--- config.mk ---
export PLATFORM = sky130hd
export DESIGN_NAME = envelope_tracker_beat_detect_unit
export DESIGN_NICKNAME = d
export VERILOG_FILES = /design/src/rtl/core/etbd_pkg.sv /design/src/rtl/core/etbd_seq.sv /design/src/rtl/core/etbd_dp.sv /design/src/rtl/core/envelope_tracker_beat_detect_unit.sv
export VERILOG_INCLUDE_DIRS = /design/src /design/src/rtl/core
export SDC_FILE = /design/constraint.sdc
export NUM_CORES = 2
export LEC_CHECK = 0
export BUFFER_PORTS_ARGS = -buffer_cell sky130_fd_sc_hd__buf_2
export CAP_MARGIN = 20
export CORE_UTILIZATION = 50
export DETAILED_ROUTE_END_ITERATION = 12
export GPL_TIMING_DRIVEN = 0
export PLACE_DENSITY_LB_ADDON = 0.08
export SETUP_SLACK_MARGIN = 0.4
export SLEW_MARGIN = 10
export SYNTH_ARGS = -nofsm -noshare
export SYNTH_HDL_FRONTEND = slang
export SYNTH_HIERARCHICAL = 1
export SYNTH_SLANG_ARGS = --single-unit
export TNS_END_PERCENT = 50
--- constraint.sdc ---
create_clock -name i_clk -period 18 [get_ports i_clk]
set_input_delay 3.6 -clock i_clk [delete_from_list [all_inputs] [get_ports i_clk]]
set_output_delay 3.6 -clock i_clk [all_outputs]
set_load 0.02 [all_outputs]
--- src/rtl/core/envelope_tracker_beat_detect_unit_assert.svh ---
// Assertion macros for the envelope tracker beat detect unit.
// Expects i_clk and i_rst_n in the scope where the macros are used.
`ifndef ENVELOPE_TRACKER_BEAT_DETECT_UNIT_ASSERT_SVH
`define ENVELOPE_TRACKER_BEAT_DETECT_UNIT_ASSERT_SVH

// same-cycle implication
`define ETBD_ASSERT_NOW(lbl, ante, cons) \
    lbl: assert property (@(posedge i_clk) disable iff (!i_rst_n) (ante) |-> (cons)) \
        else $error("etbd assertion failed");

// next-cycle implication
`define ETBD_ASSERT_NEXT(lbl, ante, cons) \
    lbl: assert property (@(posedge i_clk) disable iff (!i_rst_n) (ante) |=> (cons)) \
        else $error("etbd assertion failed");

`endif

--- src/rtl/core/etbd_pkg.sv ---
// Shared types, constants and microprogram for the envelope tracker beat detect unit.
// No dependencies.
package etbd_pkg;

    localparam int ST_W           = 32;
    localparam int SAMPLE_BITS    = 16;
    localparam int FRAC_BITS      = 16;
    localparam int RATE_W         = 16;
    localparam int DIFF_W         = ST_W + 1;
    localparam int PROD_W         = DIFF_W + RATE_W + 1;
    localparam int Q_W            = PROD_W - FRAC_BITS;
    localparam int SUM_W          = Q_W + 1;
    localparam int CMP_W          = ST_W + 4;
    localparam int WARM_W         = 4;
    localparam int CFG_IDX_W      = 3;

    localparam logic [WARM_W-1:0] WARMUP_SAMPLES = WARM_W'(10);
    localparam logic [WARM_W-1:0] WARM_MAX       = {WARM_W{1'b1}};

    localparam logic signed [ST_W-1:0] ST_MAX = {1'b0, {(ST_W-1){1'b1}}};
    localparam logic signed [ST_W-1:0] ST_MIN = {1'b1, {(ST_W-1){1'b0}}};

    localparam logic [CFG_IDX_W-1:0] CFG_RATE_GENERAL  = CFG_IDX_W'(0);
    localparam logic [CFG_IDX_W-1:0] CFG_RATE_RISE     = CFG_IDX_W'(1);
    localparam logic [CFG_IDX_W-1:0] CFG_RATE_FALL     = CFG_IDX_W'(2);
    localparam logic [CFG_IDX_W-1:0] CFG_RATE_ENVELOPE = CFG_IDX_W'(3);
    localparam logic [CFG_IDX_W-1:0] CFG_RATE_ENERGY   = CFG_IDX_W'(4);
    localparam logic [CFG_IDX_W-1:0] CFG_INV_RATE      = CFG_IDX_W'(5);

    localparam int UCODE_LEN = 9;
    localparam int STEP_W    = $clog2(UCODE_LEN);
    localparam logic [STEP_W-1:0] STEP_EMIT = STEP_W'(UCODE_LEN - 1);

    typedef struct packed {
        logic signed [SAMPLE_BITS-1:0] sample;
        logic                          ack_beat;
    } t_in_word;

    typedef struct packed {
        logic signed [ST_W-1:0] fast_avg;
        logic signed [ST_W-1:0] slow_avg;
        logic [ST_W-2:0]        change_level;
        logic signed [ST_W-1:0] energy_level;
        logic signed [ST_W-1:0] upper_envelope;
        logic signed [ST_W-1:0] lower_envelope;
        logic                   beat;
    } t_out_word;

    typedef struct packed {
        logic [RATE_W-1:0] rate_general;
        logic [RATE_W-1:0] rate_rise;
        logic [RATE_W-1:0] rate_fall;
        logic [RATE_W-1:0] rate_envelope;
        logic [RATE_W-1:0] rate_energy;
        logic [RATE_W-1:0] inv_sample_rate;
    } t_cfg;

    typedef enum logic [2:0] {
        OP_NONE,
        OP_FAST,
        OP_SLOW,
        OP_EINC,
        OP_CHANGE,
        OP_EFOL,
        OP_UPPER,
        OP_LOWER
    } t_op;

    typedef struct packed {
        t_op  issue;
        t_op  wb;
        logic skip_cold;
        logic emit;
    } t_uword;

    typedef struct packed {
        t_op  issue;
        t_op  wb;
        logic finish;
    } t_dp_ctrl;

    // multiply issued one step, written back the next
    function automatic t_uword ucode_rom(input logic [STEP_W-1:0] step);
        t_uword uw;
        uw = '{issue: OP_NONE, wb: OP_NONE, skip_cold: 1'b0, emit: 1'b0};
        case (step)
            STEP_W'(0): begin
                uw.issue = OP_FAST;
            end
            STEP_W'(1): begin
                uw.wb    = OP_FAST;
                uw.issue = OP_SLOW;
            end
            STEP_W'(2): begin
                uw.wb    = OP_SLOW;
                uw.issue = OP_EINC;
            end
            STEP_W'(3): begin
                uw.wb    = OP_EINC;
                uw.issue = OP_CHANGE;
            end
            STEP_W'(4): begin
                uw.wb    = OP_CHANGE;
                uw.issue = OP_EFOL;
            end
            STEP_W'(5): begin
                uw.wb        = OP_EFOL;
                uw.issue     = OP_UPPER;
                uw.skip_cold = 1'b1;
            end
            STEP_W'(6): begin
                uw.wb    = OP_UPPER;
                uw.issue = OP_LOWER;
            end
            STEP_W'(7): begin
                uw.wb = OP_LOWER;
            end
            default: begin
                uw.emit = 1'b1;
            end
        endcase
        return uw;
    endfunction

endpackage

--- src/rtl/core/etbd_seq.sv ---
// Microprogram sequencer: step counter, control ROM, skip jump and emit wait.
// Depends on etbd_pkg.
module etbd_seq (
    input  logic               i_clk,
    input  logic               i_rst_n,
    input  logic               i_start,
    input  logic               i_warm,
    input  logic               i_out_free,
    output etbd_pkg::t_dp_ctrl o_ctrl,
    output logic               o_busy
);
    import etbd_pkg::*;

    logic              r_busy;
    logic              n_busy;
    logic [STEP_W-1:0] r_step;
    logic [STEP_W-1:0] n_step;
    t_uword            uw;

    assign uw = ucode_rom(r_step);

    always_ff @(posedge i_clk) begin
        if (!i_rst_n) begin
            r_busy <= 1'b0;
            r_step <= '0;
        end else begin
            r_busy <= n_busy;
            r_step <= n_step;
        end
    end

    always_comb begin
        n_busy = r_busy;
        n_step = r_step;
        if (!r_busy) begin
            if (i_start) begin
                n_busy = 1'b1;
                n_step = '0;
            end
        end else if (uw.emit) begin
            if (i_out_free) begin
                n_busy = 1'b0;
            end
        end else if (uw.skip_cold && !i_warm) begin
            n_step = STEP_EMIT;
        end else begin
            n_step = r_step + 1'b1;
        end
    end

    assign o_ctrl.issue  = r_busy ? uw.issue : OP_NONE;
    assign o_ctrl.wb     = r_busy ? uw.wb : OP_NONE;
    assign o_ctrl.finish = r_busy && uw.emit && i_out_free;
    assign o_busy        = r_busy;

endmodule

--- src/rtl/core/etbd_dp.sv ---
// Datapath: tracker state, shared multiplier, saturating write-back and beat test.
// Depends on etbd_pkg.
module etbd_dp (
    input  logic                i_clk,
    input  logic                i_rst_n,
    input  etbd_pkg::t_dp_ctrl  i_ctrl,
    input  etbd_pkg::t_in_word  i_in,
    input  etbd_pkg::t_cfg      i_cfg,
    output etbd_pkg::t_out_word o_res,
    output logic                o_warm
);
    import etbd_pkg::*;

    logic signed [ST_W-1:0]   r_fast, r_slow, r_change, r_energy, r_upper, r_lower;
    logic signed [ST_W-1:0]   r_ein;
    logic [WARM_W-1:0]        r_warm;
    logic                     r_beat;
    logic signed [PROD_W-1:0] r_prod;
    logic signed [ST_W-1:0]   r_acc;

    logic signed [ST_W-1:0]   x;
    logic signed [DIFF_W-1:0] diff_fs;
    logic [DIFF_W-1:0]        abs_fs;
    logic signed [DIFF_W-1:0] d_tgt;
    logic signed [DIFF_W-1:0] tgt;
    logic signed [ST_W-1:0]   avg;
    logic signed [DIFF_W-1:0] avg_x;
    logic [RATE_W-1:0]        rate_up, rate_dn, rate;
    logic                     is_inc;
    logic signed [DIFF_W-1:0] mul_a;
    logic signed [RATE_W:0]   mul_b;
    logic signed [PROD_W-1:0] prod;
    logic signed [Q_W-1:0]    prod_q;
    logic signed [SUM_W-1:0]  sum;
    logic signed [ST_W-1:0]   wb_val;
    logic signed [ST_W-1:0]   chg_new;
    logic [CMP_W-1:0]         old10, new9;

    assign x       = {i_in.sample, {FRAC_BITS{1'b0}}};
    assign diff_fs = {r_fast[ST_W-1], r_fast} - {r_slow[ST_W-1], r_slow};
    assign abs_fs  = diff_fs[DIFF_W-1] ? DIFF_W'(-diff_fs) : DIFF_W'(diff_fs);
    assign d_tgt   = (abs_fs > {1'b0, ST_MAX}) ? {1'b0, ST_MAX} : abs_fs;

    always_comb begin
        tgt     = '0;
        avg     = '0;
        rate_up = '0;
        rate_dn = '0;
        is_inc  = 1'b0;
        case (i_ctrl.issue)
            OP_FAST: begin
                tgt = DIFF_W'(x); avg = r_fast;
                rate_up = i_cfg.rate_general; rate_dn = i_cfg.rate_general;
            end
            OP_SLOW: begin
                tgt = DIFF_W'(x); avg = r_slow;
                rate_up = i_cfg.rate_rise; rate_dn = i_cfg.rate_fall;
            end
            OP_EINC: begin
                avg = r_energy; is_inc = 1'b1;
            end
            OP_CHANGE: begin
                tgt = d_tgt; avg = r_change;
                rate_up = i_cfg.rate_general; rate_dn = i_cfg.rate_fall;
            end
            OP_EFOL: begin
                avg = r_ein;
                rate_up = i_cfg.rate_rise; rate_dn = i_cfg.rate_energy;
            end
            OP_UPPER: begin
                tgt = DIFF_W'(r_fast); avg = r_upper;
                rate_up = i_cfg.rate_general; rate_dn = i_cfg.rate_envelope;
            end
            OP_LOWER: begin
                tgt = DIFF_W'(r_fast); avg = r_lower;
                rate_up = i_cfg.rate_envelope; rate_dn = i_cfg.rate_general;
            end
            default: begin
                tgt = '0;
            end
        endcase
    end

    assign avg_x = DIFF_W'(avg);
    assign mul_a = is_inc ? DIFF_W'(r_fast) : tgt - avg_x;
    assign rate  = is_inc ? i_cfg.inv_sample_rate : ((tgt > avg_x) ? rate_up : rate_dn);
    assign mul_b = {1'b0, rate};
    assign prod  = mul_a * mul_b;

    always_ff @(posedge i_clk) begin
        if (i_ctrl.issue != OP_NONE) begin
            r_prod <= prod;
            r_acc  <= avg;
        end
    end

    // floor by arithmetic shift, then saturate to the state width
    assign prod_q = r_prod[PROD_W-1:FRAC_BITS];
    assign sum    = SUM_W'(r_acc) + SUM_W'(prod_q);

    always_comb begin
        if ((&sum[SUM_W-1:ST_W-1]) || !(|sum[SUM_W-1:ST_W-1])) begin
            wb_val = sum[ST_W-1:0];
        end else if (sum[SUM_W-1]) begin
            wb_val = ST_MIN;
        end else begin
            wb_val = ST_MAX;
        end
    end

    assign chg_new = wb_val[ST_W-1] ? '0 : wb_val;
    assign old10   = (CMP_W'(unsigned'(r_change)) << 3) + (CMP_W'(unsigned'(r_change)) << 1);
    assign new9    = (CMP_W'(unsigned'(chg_new)) << 3) + CMP_W'(unsigned'(chg_new));

    always_ff @(posedge i_clk) begin
        if (!i_rst_n) begin
            r_fast   <= '0;
            r_slow   <= '0;
            r_change <= '0;
            r_energy <= '0;
            r_upper  <= '0;
            r_lower  <= '0;
            r_warm   <= '0;
            r_beat   <= 1'b0;
        end else begin
            case (i_ctrl.wb)
                OP_FAST:   r_fast   <= wb_val;
                OP_SLOW:   r_slow   <= wb_val;
                OP_CHANGE: begin
                    r_change <= chg_new;
                    if (old10 < new9) begin
                        r_beat <= 1'b1;
                    end
                end
                OP_EFOL:   r_energy <= wb_val;
                OP_UPPER:  r_upper  <= wb_val;
                OP_LOWER:  r_lower  <= wb_val;
                default: begin
                end
            endcase
            if (i_ctrl.finish) begin
                if (r_warm != WARM_MAX) begin
                    r_warm <= r_warm + 1'b1;
                end
                if (i_in.ack_beat) begin
                    r_beat <= 1'b0;
                end
            end
        end
    end

    always_ff @(posedge i_clk) begin
        if (i_ctrl.wb == OP_EINC) begin
            r_ein <= wb_val;
        end
    end

    assign o_warm = r_warm > WARMUP_SAMPLES;

    assign o_res.fast_avg       = r_fast;
    assign o_res.slow_avg       = r_slow;
    assign o_res.change_level   = r_change[ST_W-2:0];
    assign o_res.energy_level   = r_energy;
    assign o_res.upper_envelope = r_upper;
    assign o_res.lower_envelope = r_lower;
    assign o_res.beat           = r_beat;

endmodule

--- src/rtl/core/envelope_tracker_beat_detect_unit.sv ---
// Envelope tracker with beat detection: one sample in, one set of averages out.
// An accepted item keeps the unit busy until its result is loaded; a 9-step
// microprogram runs all seven updates through one shared 33x17 multiplier with
// one write-back stage; the first 11 samples skip the upper and lower envelope
// updates. The next sample is taken the cycle after the result is loaded into
// the output register; a result held by o_out_valid/i_out_stall does not block
// that until the next result is due. The user must write rates via the i_cfg_*
// port only while idle; not enforced. Depends on etbd_pkg, etbd_seq, etbd_dp.
module envelope_tracker_beat_detect_unit (
    input  logic                                i_clk,
    input  logic                                i_rst_n,
    input  logic                                i_in_valid,
    output logic                                o_in_stall,
    input  etbd_pkg::t_in_word                  i_in_word,
    output logic                                o_out_valid,
    input  logic                                i_out_stall,
    output etbd_pkg::t_out_word                 o_out_word,
    input  logic                                i_cfg_we,
    input  logic [etbd_pkg::CFG_IDX_W-1:0]      i_cfg_index,
    input  logic [etbd_pkg::RATE_W-1:0]         i_cfg_data
);
    import etbd_pkg::*;

    `include "envelope_tracker_beat_detect_unit_assert.svh"

    t_cfg      r_cfg;
    t_in_word  r_in;
    t_out_word r_out;
    logic      r_out_valid;
    logic      accept;
    logic      out_free;
    logic      busy;
    logic      warm;
    t_dp_ctrl  ctrl;
    t_out_word res;

    assign accept   = i_in_valid && !busy;
    assign out_free = !r_out_valid || !i_out_stall;

    always_ff @(posedge i_clk) begin
        if (!i_rst_n) begin
            r_cfg.rate_general    <= RATE_W'(6554);
            r_cfg.rate_rise       <= RATE_W'(7);
            r_cfg.rate_fall       <= RATE_W'(1);
            r_cfg.rate_envelope   <= RATE_W'(1);
            r_cfg.rate_energy     <= RATE_W'(66);
            r_cfg.inv_sample_rate <= RATE_W'(2184);
        end else if (i_cfg_we) begin
            case (i_cfg_index)
                CFG_RATE_GENERAL:  r_cfg.rate_general    <= i_cfg_data;
                CFG_RATE_RISE:     r_cfg.rate_rise       <= i_cfg_data;
                CFG_RATE_FALL:     r_cfg.rate_fall       <= i_cfg_data;
                CFG_RATE_ENVELOPE: r_cfg.rate_envelope   <= i_cfg_data;
                CFG_RATE_ENERGY:   r_cfg.rate_energy     <= i_cfg_data;
                CFG_INV_RATE:      r_cfg.inv_sample_rate <= i_cfg_data;
                default: begin
                end
            endcase
        end
    end

    always_ff @(posedge i_clk) begin
        if (accept) begin
            r_in <= i_in_word;
        end
        if (ctrl.finish) begin
            r_out <= res;
        end
    end

    always_ff @(posedge i_clk) begin
        if (!i_rst_n) begin
            r_out_valid <= 1'b0;
        end else if (ctrl.finish) begin
            r_out_valid <= 1'b1;
        end else if (!i_out_stall) begin
            r_out_valid <= 1'b0;
        end
    end

    etbd_seq u_seq (
        .i_clk      (i_clk),
        .i_rst_n    (i_rst_n),
        .i_start    (accept),
        .i_warm     (warm),
        .i_out_free (out_free),
        .o_ctrl     (ctrl),
        .o_busy     (busy)
    );

    etbd_dp u_dp (
        .i_clk   (i_clk),
        .i_rst_n (i_rst_n),
        .i_ctrl  (ctrl),
        .i_in    (r_in),
        .i_cfg   (r_cfg),
        .o_res   (res),
        .o_warm  (warm)
    );

    assign o_in_stall  = busy;
    assign o_out_valid = r_out_valid;
    assign o_out_word  = r_out;

    `ETBD_ASSERT_NEXT(a_accept_busy, accept, busy)
    `ETBD_ASSERT_NEXT(a_finish_out, ctrl.finish, o_out_valid && !busy)
    `ETBD_ASSERT_NOW(a_idle_quiet, !busy, ctrl.issue == OP_NONE && ctrl.wb == OP_NONE && !ctrl.finish)

endmodule

=== Word-level counts from Yosys, hierarchy flattened ===
Index checks and enable logic that the tools add are counted.

* Output and inout port bits: 194
* Register bits: 622
* Input port bits: 41
* Logic and storage cells: 136

* Muxes and demuxes: 33
* Reduce and logical (&&, ||, !) cells: 32
* $add $sub $neg: 8
* Equality and inequality tests: 29
* $lt $le $gt $ge: 4
* $mul: 1

{| class="wikitable"
|+ Operators with widths
! kind !! number
|-
| $pmux W32 S7 || 1
|-
| $mux W33 || 3
|-
| $pmux W33 S3 || 1
|-
| $mux W32 || 2
|-
| $pmux W16 S4 || 1
|-
| $mul A33 B17 Y50 || 1
|-
| $pmux W16 S3 || 1
|-
| $pmux W3 S7 || 2
|-
| $add A35 B32 Y36 || 1
|-
| $add A35 B33 Y36 || 1
|-
| $lt A36 B36 Y1 || 1
|-
| $add A32 B34 Y35 || 1
|-
| $gt A33 B31 Y1 const B || 1
|-
| $gt A33 B32 Y1 || 1
|-
| $neg A33 Y33 || 1
|-
| $sub A32 B32 Y33 || 1
|-
| $sub A33 B32 Y33 || 1
|-
| $mux W16 || 2
|-
| $mux W31 || 1
|-
| $eq A3 B3 Y1 const B || 10
|-
| $eq A3 B2 Y1 const B || 6
|-
| $eq A4 B3 Y1 const B || 4
|-
| $mux W4 || 4
|-
| $reduce_and A2 Y1 || 8
|-
| 22 further kinds || 51
|}

=== Depth between registers and ports, before layout ===
* Depth in word-level cells: 12
* Depth in mapped cells: 57
* Depth with buffers taken out: 53

=== Modules after synthesis ===
Netlist, hierarchy kept.

{| class="wikitable"
|+ Modules (own cells, without submodules)
! module !! times used !! area an instance (µm²) !! seq. area each (µm²) !! cells each
|-
| etbd_dp || 1 || 41,175.7 || 6,866.6 || 4,834
|-
| envelope_tracker_beat_detect_unit || 1 || 9,977.1 || 8,217.9 || 565
|-
| etbd_seq || 1 || 366.6 || 100.1 || 48
|}

=== Worst setup path before layout ===
OpenSTA, ideal clock, no wires.

* Path kind: reg-to-reg
* Start point: reg u_dp.r_fast[0]
* End point: reg u_dp.r_prod[49] (data pin)
* Cell stages (with the launch flop): 56
* Clock period less this slack: 13.543 ns
* Required time: 17.740 ns
* Arrival: 13.283 ns
* Setup time: 0.260 ns
* Buffers on the path: 4
* Slack: 4.457 ns
* Path through: dfxtp_1 -> inv_1 -> ha_1 -> fa_1 -> nand2b_1 -> a21o_1 -> a21oi_2 -> nor3_2 -> or4_1 -> a211oi_1 -> o41ai_2 -> xnor2_1 -> or4_1 -> clkbuf_1 -> o41ai_4 -> buf_6 -> nand3_1 -> a22o_1 -> [... 20 more ...] -> fa_1 -> fa_1 -> inv_1 -> fa_1 -> inv_1 -> ha_1 -> o21a_1 -> o211ai_1 -> a211o_1 -> a211oi_1 -> o21ai_0 -> o31a_1 -> o21ai_0 -> a31oi_1 -> o31ai_1 -> nor4_1 -> nor3_1 -> xnor2_1

* Word-level cells in the longest chain between the ends: 10
* Elaborated cells on any way between the ends: 13
* Those cells by class: add/sub (3); mul (1); order compare (2); mux (7)

{| class="wikitable"
|+ RTL lines
! element !! RTL line !! RTL
|-
| from (decl) || etbd_dp.sv:14 || <nowiki>logic signed [ST_W-1:0] r_fast, r_slow, r_change, r_energy, r_upper, r_lower;</nowiki>
|-
| from (signal assigned) || etbd_dp.sv:127 || <nowiki>OP_FAST: r_fast <= wb_val;</nowiki>
|-
| $sub A32 B32 Y33 || etbd_dp.sv:40 || <nowiki>assign diff_fs = {r_fast[ST_W-1], r_fast} - {r_slow[ST_W-1], r_slow};</nowiki>
|-
| $neg A33 Y33 || etbd_dp.sv:41 || <nowiki>assign abs_fs = diff_fs[DIFF_W-1] ? DIFF_W'(-diff_fs) : DIFF_W'(diff_fs);</nowiki>
|-
| $mux W33 || etbd_dp.sv:41 ||
|-
| $gt A33 B31 Y1 || etbd_dp.sv:42 || <nowiki>assign d_tgt = (abs_fs > {1'b0, ST_MAX}) ? {1'b0, ST_MAX} : abs_fs;</nowiki>
|-
| $mux W33 || etbd_dp.sv:42 ||
|-
| $pmux W33 S3 || etbd_dp.sv:50 || <nowiki>case (i_ctrl.issue)</nowiki>
|-
| $gt A33 B32 Y1 || etbd_dp.sv:86 || <nowiki>assign rate = is_inc ? i_cfg.inv_sample_rate : ((tgt > avg_x) ? rate_up : rate_dn);</nowiki>
|-
| $mux W16 (2 in a row) || etbd_dp.sv:86 ||
|-
| $mul A33 B17 Y50 (*) || etbd_dp.sv:88 || <nowiki>assign prod = mul_a * mul_b;</nowiki>
|-
| net u_dp.prod[49] || etbd_dp.sv:32 || <nowiki>logic signed [PROD_W-1:0] prod;</nowiki>
|-
| to (signal assigned) || etbd_dp.sv:92 || <nowiki>r_prod <= prod;</nowiki>
|-
| to (decl) || etbd_dp.sv:18 || <nowiki>logic signed [PROD_W-1:0] r_prod;</nowiki>
|}

Mark *: on every way through the listed nets, which the timed path passes. The rest lies on a longest branch.
A chain may end at the register's enable or synchronous reset.

==> metrics.txt <==
CTS tree built; floorplan die area between 100000 and 150000 um^2; vias per inst around 5.9; Critical Path Most Common Cell sky130_fd_sc_hd__fa_1; antenna violations before repair 15; synthesis-to-layout area growth 11.1%; # DRC 2; Worst setup EP type flip-flop; post-synthesis cell count between 5000 and 6000; worst hold path class reg2reg; total area of multi-input combinational cells roughly 33000 um^2; Fmax achieved between 50 and 60 MHz; ratio of cells with drive above 1 in the final layout 0.0936; Yosys warning count 6; Tcrit/Tclk final 0.959; Netlist Area Pre-Place 51500 um^2; total of max-cap violations 0; via count of the first global-routing pass ~41000; number of buffers added on ports 232; detailed router's first-iteration violation count ~4500; Final setup viols 0; Num CTS Buffers 69; largest fanout of any net on the critical path 10; share of synthesized flip-flops with an asynchronous set or reset 0; Worst Path Arrival between 15 and 20 ns; result of the run complete, but fails checks; number of placed I/O pins roughly 240; die height roughly 320 um; startpoint types flip-flop; per-cell routed wire length between 20 and 30 um; clock skew around 0.052 ns; depth of the CTS H-tree 3; Max Root-Sink Buffers 3; number of enable flip-flop cells after synthesis 307; number of slew-limit violations in the final report 0; final cell utilization of the core 0.562; cell class contributing the biggest share of worst-path delay compound AO/OA/AOI/OAI gates; worst setup path category reg2reg; slew at the pin with the worst max-slew slack roughly 1.2 ns; Core Area approximately 100000 um^2; final hold viol count 0; overall track demand over capacity in global routing 0.357; insertion delay to the later sink of the worst-skew pair 0.66 ns; synthesis-stage register bit count 605; total wire length 186000 um; placed wire-length estimate after detailed placement 150000 um; number of nets in the synthesized netlist around 6300; failing checks DRC; count of buffering cells on the critical path with inverters included 11; Total Nets Final between 6000 and 7000; initial core utilization 0.506; Initial DRT Pass Iterations 12; cts-stage hold buffer count 0; post-CTS clock slew at the launch and capture registers of the worst setup and hold paths 0.06 ns; Yosys cell types 96; Vias 42637; cell with the largest stage delay on the worst path sky130_fd_sc_hd__clkdlybuf4s15_1; global-route wire length before repair about 270000 um; most common flop cell mapped by yosys sky130_fd_sc_hd__edfxtp_1; total global routing overflow 0; sequential share of the synthesized area 0.295; Die X 323 um; post-layout minimum cycle time 17.26 ns; DP Cell Count 7063; required time at the endpoint of the critical path 18.30 ns; register area 15200 um^2; Final ANT Viol Nets 0; Max transition margin 0.190; Sinks on Clock Net 605; pin count of the biggest net entering global routing 66; total negative slack for setup checks 0 ns; Final Non-Filler Cells slightly above 7000; biggest cell delay along the critical path slightly above 0.9 ns; fill cell count between 9000 and 10000; unrepaired setup endpoints after global routing false; Std-Cell Rows approximately 120; clk root buf sky130_fd_sc_hd__clkbuf_16; routability cong. 1.02; Avg Synthesized Cell Area between 9 and 10 um^2
cell usage after synthesis, types with 76 or more instances:
library cell	number	area, um^2
sky130_fd_sc_hd__nor2_1	322	1210
sky130_fd_sc_hd__a22o_1	162	1420
sky130_fd_sc_hd__edfxtp_1	307	9220
sky130_fd_sc_hd__nor2b_1	152	951
sky130_fd_sc_hd__nand2_1	675	2530
sky130_fd_sc_hd__ha_1	314	3930
sky130_fd_sc_hd__and2_1	76	475
sky130_fd_sc_hd__xnor2_1	121	1060
sky130_fd_sc_hd__a21o_1	90	676
sky130_fd_sc_hd__fa_1	506	10100
sky130_fd_sc_hd__clkbuf_1	214	803
sky130_fd_sc_hd__dfxtp_1	298	5970
sky130_fd_sc_hd__o21ai_0	231	1160
sky130_fd_sc_hd__inv_1	720	2700
sky130_fd_sc_hd__mux2i_1	142	1420
sky130_fd_sc_hd__a21oi_1	268	1340
logic make-up (layout without fill, tap and decap cells):
group / count (synthesis) / count (layout) / synth area share
flip-flops: 605 / 605 / 0.295
multiplexers: 196 / 196 / 0.0429
AO/OA/AOI/OAI: 1116 / 1116 / 0.146
buffers and inverters: 981 / 1359 / 0.0731
adder cells (fa/ha/maj): 820 / 820 / 0.273
XOR/XNOR: 193 / 193 / 0.0328
other: 0 / 3 / 0
AND/OR/NAND/NOR: 1536 / 1536 / 0.138
sequential cells by signal (all words and copies together), names as in the netlist:
| name | flops |
|---|---|
| o_out_word | 192 |
| r_in | 17 |
| u_dp/r_upper | 32 |
| u_dp/r_prod | 34 |
| u_dp/r_beat | 1 |
| u_seq/o_busy | 1 |
| u_dp/r_change | 31 |
| u_dp/r_warm | 4 |
| o_out_valid | 1 |
| u_dp/r_ein | 32 |
| u_seq/r_step | 4 |
| u_dp/r_acc | 32 |
| r_cfg | 96 |
| u_dp/r_fast | 32 |
| u_dp/r_lower | 32 |
| u_dp/r_energy | 32 |
| u_dp/r_slow | 32 |
stage by stage:
step	cell area, um^2	worst slack [ns]	hold slack, ns
floorplan	51500	4.46	0.424
global placement	54400	-1.32	0.439
detailed placement	54600	-1.35	0.445
CTS	57100	0.461	0.458
global route	57200	0.372	0.472
finish	57200	0.738	0.459
final timing paths:
| kind | depth (start not counted) | end | start | slack [ns] |
|---|---|---|---|---|
| setup reg to reg | 47 | u_dp/r_prod[49] | u_seq/r_step[1] | 0.74 |
| hold / removal | 0 | o_out_word[153] | u_dp/r_slow[25] | 0.46 |
| hold reg to reg | 0 | o_out_word[153] | u_dp/r_slow[25] | 0.46 |
| setup / recovery | 47 | u_dp/r_prod[49] | u_seq/r_step[1] | 0.74 |
final cells by class:
cell class	count	share of cell area
clock buffer	94	0.0339
antenna	3	0.000131
clock inverter	33	0.00815
sequential	605	0.265
buffer	260	0.0197
timing repair buffer	251	0.0243
inverter	721	0.0473
tap	1368	0.0299
multi-input combinational	3861	0.571
cells in the final DEF, fill, tap and decap left out, types with 229 or more instances in the layout:
cell type / synthesis / final
sky130_fd_sc_hd__o21ai_0: 231 / 229
sky130_fd_sc_hd__nand2_1: 675 / 675
sky130_fd_sc_hd__ha_1: 314 / 314
sky130_fd_sc_hd__edfxtp_1: 307 / 307
sky130_fd_sc_hd__dfxtp_1: 298 / 295
sky130_fd_sc_hd__fa_1: 506 / 506
sky130_fd_sc_hd__inv_1: 720 / 720
sky130_fd_sc_hd__buf_2: 17 / 250
sky130_fd_sc_hd__nor2_1: 322 / 321
sky130_fd_sc_hd__a21oi_1: 268 / 264
what timing repair did:
action                                  in CTS  in global routing
buffers inserted                             0                  2
endpoints found under the setup margin      15                 12
resized for setup                           26                 62
gates cloned                                 0                  0
pin swaps                                    0                  1
per-layer routing:
layer	part of all wire	up-vias	wire [um]	global-route usage
met3	0.093	483	17300	0.0728
li1	-	19087	-	-
met2	0.44	2222	82700	0.559
met5	0.00073	-	136	0
met4	0.060	20	11100	0.182
met1	0.40	20825	74700	0.470
Power is not shown: default switching activity piles up to over one toggle a cycle in this logic, so the estimate is an artifact.
